## config.mk

```make
export PLATFORM = sky130hd
export DESIGN_NAME = fcl_ctrl
export DESIGN_NICKNAME = d
export VERILOG_FILES = /design/src/rtl/core/fcl_pkg.sv /design/src/rtl/core/fcl_ctrl.sv
export SDC_FILE = /design/constraint.sdc
export NUM_CORES = 1
export LEC_CHECK = 0
export CAP_MARGIN = 0
export CORE_AREA = 2 2 39 41
export DETAILED_ROUTE_END_ITERATION = 7
export DIE_AREA = 0 0 41 43
export DONT_BUFFER_PORTS = 1
export SLEW_MARGIN = 10
export SYNTH_ARGS = -nofsm -noshare
export SYNTH_HDL_FRONTEND = slang
export SYNTH_SLANG_ARGS = --single-unit
```

## constraint.sdc

```tcl
create_clock -name clk -period 2 [get_ports clk]
set_input_delay 0.4 -clock clk [delete_from_list [all_inputs] [get_ports clk]]
set_output_delay 0.4 -clock clk [all_outputs]
set_load 0.03 [all_outputs]
```

## src/rtl/core/fcl_pkg.sv

```systemverilog
package fcl_pkg;

  localparam logic CMD_LOAD   = 1'b0;
  localparam logic CMD_LOOKUP = 1'b1;

  localparam logic [1:0] CFG_DATA_START  = 2'd0;
  localparam logic [1:0] CFG_SEC_PER_CLU = 2'd1;
  localparam logic [1:0] CFG_TABLE_LEN   = 2'd2;

  localparam logic [15:0] DATA_START_RST  = 16'd33;
  localparam logic [7:0]  SEC_PER_CLU_RST = 8'd1;
  localparam logic [13:0] TABLE_LEN_RST   = 14'd4608;

  localparam logic [11:0] ENTRY_MASK    = 12'hFFF;
  localparam logic [11:0] CHAIN_END_MIN = 12'hFF8;
  localparam logic [19:0] SECTOR_MAX    = 20'hFFFFF;
  localparam logic [11:0] FIRST_CLUSTER = 12'd2;

  typedef struct packed {
    logic        cmd;
    logic [12:0] byte_index;
    logic [7:0]  byte_value;
    logic [11:0] cluster;
  } in_item_t;

  typedef struct packed {
    logic [19:0] sector_address;
    logic [11:0] next_cluster;
    logic        chain_end;
    logic        bad_lookup;
  } out_item_t;

  // controller to datapath
  typedef struct packed {
    logic mem_we;     // write the load item's byte
    logic item_load;  // capture a lookup item
    logic rd_lo;      // read the entry's first byte, form the product
    logic rd_hi;      // read the entry's second byte, keep the first
    logic out_load;   // move the finished result to the output register
  } fcl_cmd_t;

endpackage

```

## src/rtl/core/fcl_ctrl.sv

```systemverilog
module fcl_ctrl (
  input  logic             clk,
  input  logic             rst_n,
  input  logic             in_valid,
  input  logic             in_cmd,
  output logic             in_stall,
  output logic             out_valid,
  input  logic             out_stall,
  output fcl_pkg::fcl_cmd_t ctl
);
  import fcl_pkg::*;

  localparam logic [1:0] S_IDLE = 2'd0;
  localparam logic [1:0] S_RD0  = 2'd1;
  localparam logic [1:0] S_RD1  = 2'd2;
  localparam logic [1:0] S_FIN  = 2'd3;

  logic [1:0] state_r, state_nxt;
  logic       out_valid_r, out_valid_nxt;
  logic       in_acc;
  logic       out_free;

  assign in_stall  = (state_r != S_IDLE);
  assign in_acc    = in_valid && !in_stall;
  assign out_free  = !out_valid_r || !out_stall;
  assign out_valid = out_valid_r;

  always_comb begin
    state_nxt     = state_r;
    out_valid_nxt = out_valid_r && out_stall;
    ctl           = '0;
    unique case (state_r)
      S_IDLE: begin
        if (in_acc) begin
          if (in_cmd == CMD_LOOKUP) begin
            ctl.item_load = 1'b1;
            state_nxt     = S_RD0;
          end else begin
            ctl.mem_we = 1'b1;
          end
        end
      end
      S_RD0: begin
        ctl.rd_lo = 1'b1;
        state_nxt = S_RD1;
      end
      S_RD1: begin
        ctl.rd_hi = 1'b1;
        state_nxt = S_FIN;
      end
      S_FIN: begin
        // hold the result until the output register frees up
        if (out_free) begin
          ctl.out_load  = 1'b1;
          out_valid_nxt = 1'b1;
          state_nxt     = S_IDLE;
        end
      end
      default: state_nxt = S_IDLE;
    endcase
  end

  always_ff @(posedge clk) begin
    if (!rst_n) begin
      state_r     <= S_IDLE;
      out_valid_r <= 1'b0;
    end else begin
      state_r     <= state_nxt;
      out_valid_r <= out_valid_nxt;
    end
  end

endmodule

```

==> impl_metrics.csv <==
group,metric,value,unit
final_layout,fillers,163,
place,portBuffers,0,
setup_path,startpoint,"state_r[0]",
timing,tns,0,ns
logic_synthesis,synth_nets,35,
clocking,worstSkewPairLatency,0.23,ns
route,dr.pass1.iters,1,
setup_path,path_class,"register to output port",
setup_path,crit_path_end_kind,"output port",
setup_path,startpoint_type,"register",
floorplan,rows,14,
timing,max_slew_margin,73.6,%
route,routed-via-count,185,
global_route,use_met3,3.66,%
route,avgViaCountPerCell,3.94,
hold_path,hp-class,"input port to register",
power,max-vdd-ir-drop,0.352,mV
global_route,busiest_layer,"met2",
clocking,cts_tree,"done",
logic_synthesis,syn_area_per_cell,8.96,um2
clocking,cts.clk_slew.worst_paths,0.04,ns
floorplan,io_pins,12,
clocking,htree_num_levels,1,
place,gp_congestion,0.725,
global_route,grt-ovfl-total,0,
timing,fmax,0.614,GHz
floorplan,initial_utilization,16.2,%
route,dr.first_iter.drc_count,0,
route,detail-route-antenna-nets,0,
clocking,cts.sinks,3,
power,leakage,0.000135,uW
route,wl_per_cell,10.2,um
job,maxCapViolations,0,
setup_path,cpPeakStageDelay,0.37,ns
setup_path,r2r_start,"state_r[0]",
clocking,ctsLongestPathBuffers,2,
final_layout,nets,42,
timing,fin_crit,1.63,ns
setup_path,crit_slowest_cell,"dfxtp_1",
global_route,grt_pass1_wl,814,um
timing,hold_viol,0,
clocking,cts-root-buf,"clkbuf_4",
setup_path,crit_arrival,1.23,ns
timing,worst_pin_slew,0.396,ns
timing,finalMaxSlewViolations,0,
setup_path,path_max_fanout,4,
final_layout,antenna_cells,0,
clocking,cts_buffers,3,
setup_path,worstPathRequired,1.60,ns
setup_path,rrSetupSlack,0.75,ns
timing,timing.hold.ws,0.296,ns
global_route,use_met1,5.45,%
logic_synthesis,syn_area,224,um2
final_layout,multi_input_area,153,um2
clocking,cts_resized,0,
final_layout,seqCellArea,60.1,um2
logic_synthesis,ys_seq_area_share,26.8,%
logic_synthesis,ys_seq_elements,3,
global_route,grt_max_degree,6,
clocking,postCtsSetupRepairBufs,0,
floorplan,dieArea,1760,um2
logic_synthesis,postSynthCellCount,25,
status,status,"finished, final reports clean",
route,wirelength,478,um
power,power_density,1740,nW/um2
timing,final.period_utilization,81.4,%
floorplan,die_w,41,um
logic_synthesis,synth_cell_types,12,
floorplan,core,1380,um2
global_route,antenna_found_initial,0,
setup_path,cp_top_family,"flip-flops",
timing,finClkSkew,0.00287,ns
route,drc,0,
final_layout,syn_to_final_growth,27.4,%
global_route,grt_use_total,7.12,%
setup_path,path_buf_inv,1,
hold_path,hp-start,"rst_n",
setup_path,worstPathCellList,"inv_1 > ha_1 > and3_2",
timing,rsz0062_at_grt,"no",
timing,setup_viol,0,
place,dpl.hpwl,386,um
clocking,cts_hold_buf,0,
final_layout,layout-drive-gt1-share,22.6,%
global_route,grt_pass1_vias,229,
global_route,grt_use_met2,10.9,%
floorplan,die_y,43,um
power,p_total,497,uW
logic_synthesis,yosysWarnings,0,
layer usage:
layer	part of all wire (%)	vias up
li1	-	93
met1	34	85
met2	56	7
met3	10	0
met4	0	0
met5	0	-
cells in the mapped netlist:
cell type  instances  area [um2]
a21boi_0           1        7.51
a21oi_1            1        5.00
a32oi_2            1        16.3
and3_2             1        7.51
dfxtp_1            3        60.1
ha_1               5        62.6
inv_1              3        11.3
mux2i_1            2        20.0
nand2_1            5        18.8
nor2_1             1        3.75
nor2b_1            1        6.26
o21ai_0            1        5.00
cell type report:
class	count	share of cell area [%]
multi-input cells	19	53.5
flip-flops and latches	3	21.1
clock buffers	4	9.21
well taps	16	7.02
repair buffers	2	5.26
inverters	3	3.95
stage by stage:
step	area [um2]	cells	utilization, %	worst slack, ns
final	285	47	20.6	0.371
after global routing	285	47	20.6	0.276
after CTS	285	47	20.6	0.345
after detailed placement	259	43	18.7	0.624
after global placement	259	43	18.7	0.652
after floorplan	224	25	-	0.311
layout by cell type (no fill, tap or decap):
| cell type | Yosys | routed |
|---|---|---|
| nand2_1 | 5 | 5 |
| ha_1 | 5 | 5 |
| inv_1 | 3 | 3 |
| clkbuf_4 | 0 | 3 |
| dfxtp_1 | 3 | 3 |
| mux2i_1 | 2 | 2 |
| buf_4 | 0 | 2 |
| and3_2 | 1 | 1 |
| a21boi_0 | 1 | 1 |
| nor2_1 | 1 | 1 |
| a32oi_2 | 1 | 1 |
| a21oi_1 | 1 | 1 |
| nor2b_1 | 1 | 1 |
| o21ai_0 | 1 | 1 |
| clkbuf_1 | 0 | 1 |
logic make-up (layout without fill, tap and decap cells):
family / count (synthesis) / count (layout) / share of synthesized area [%]
AND/OR/NAND/NOR: 8 / 8 / 16.2
adder cells (fa/ha/maj): 5 / 5 / 27.9
AO/OA/AOI/OAI: 4 / 4 / 15.1
flip-flops: 3 / 3 / 26.8
buffers and inverters: 3 / 9 / 5.03
multiplexers: 2 / 2 / 8.94
final timing paths:
check	endpoint	cells after the start
worst min-delay path	out_valid	1
worst max register to register	state_r[1]	4
worst max-delay path	ctl[3]	3
worst min register to register	state_r[1]	2
report_power, final:
| group | switching, uW | total [uW] | internal, uW |
|---|---|---|---|
| combinational | 189 | 278 | 89.3 |
| clock | 34.9 | 110 | 75.0 |
| sequential | 26.7 | 109 | 82.2 |
sequential cells by signal (all words and copies together), names as in the netlist:
register	flops
state_r	2
out_valid	1
Power figures use the tool's default switching activity.
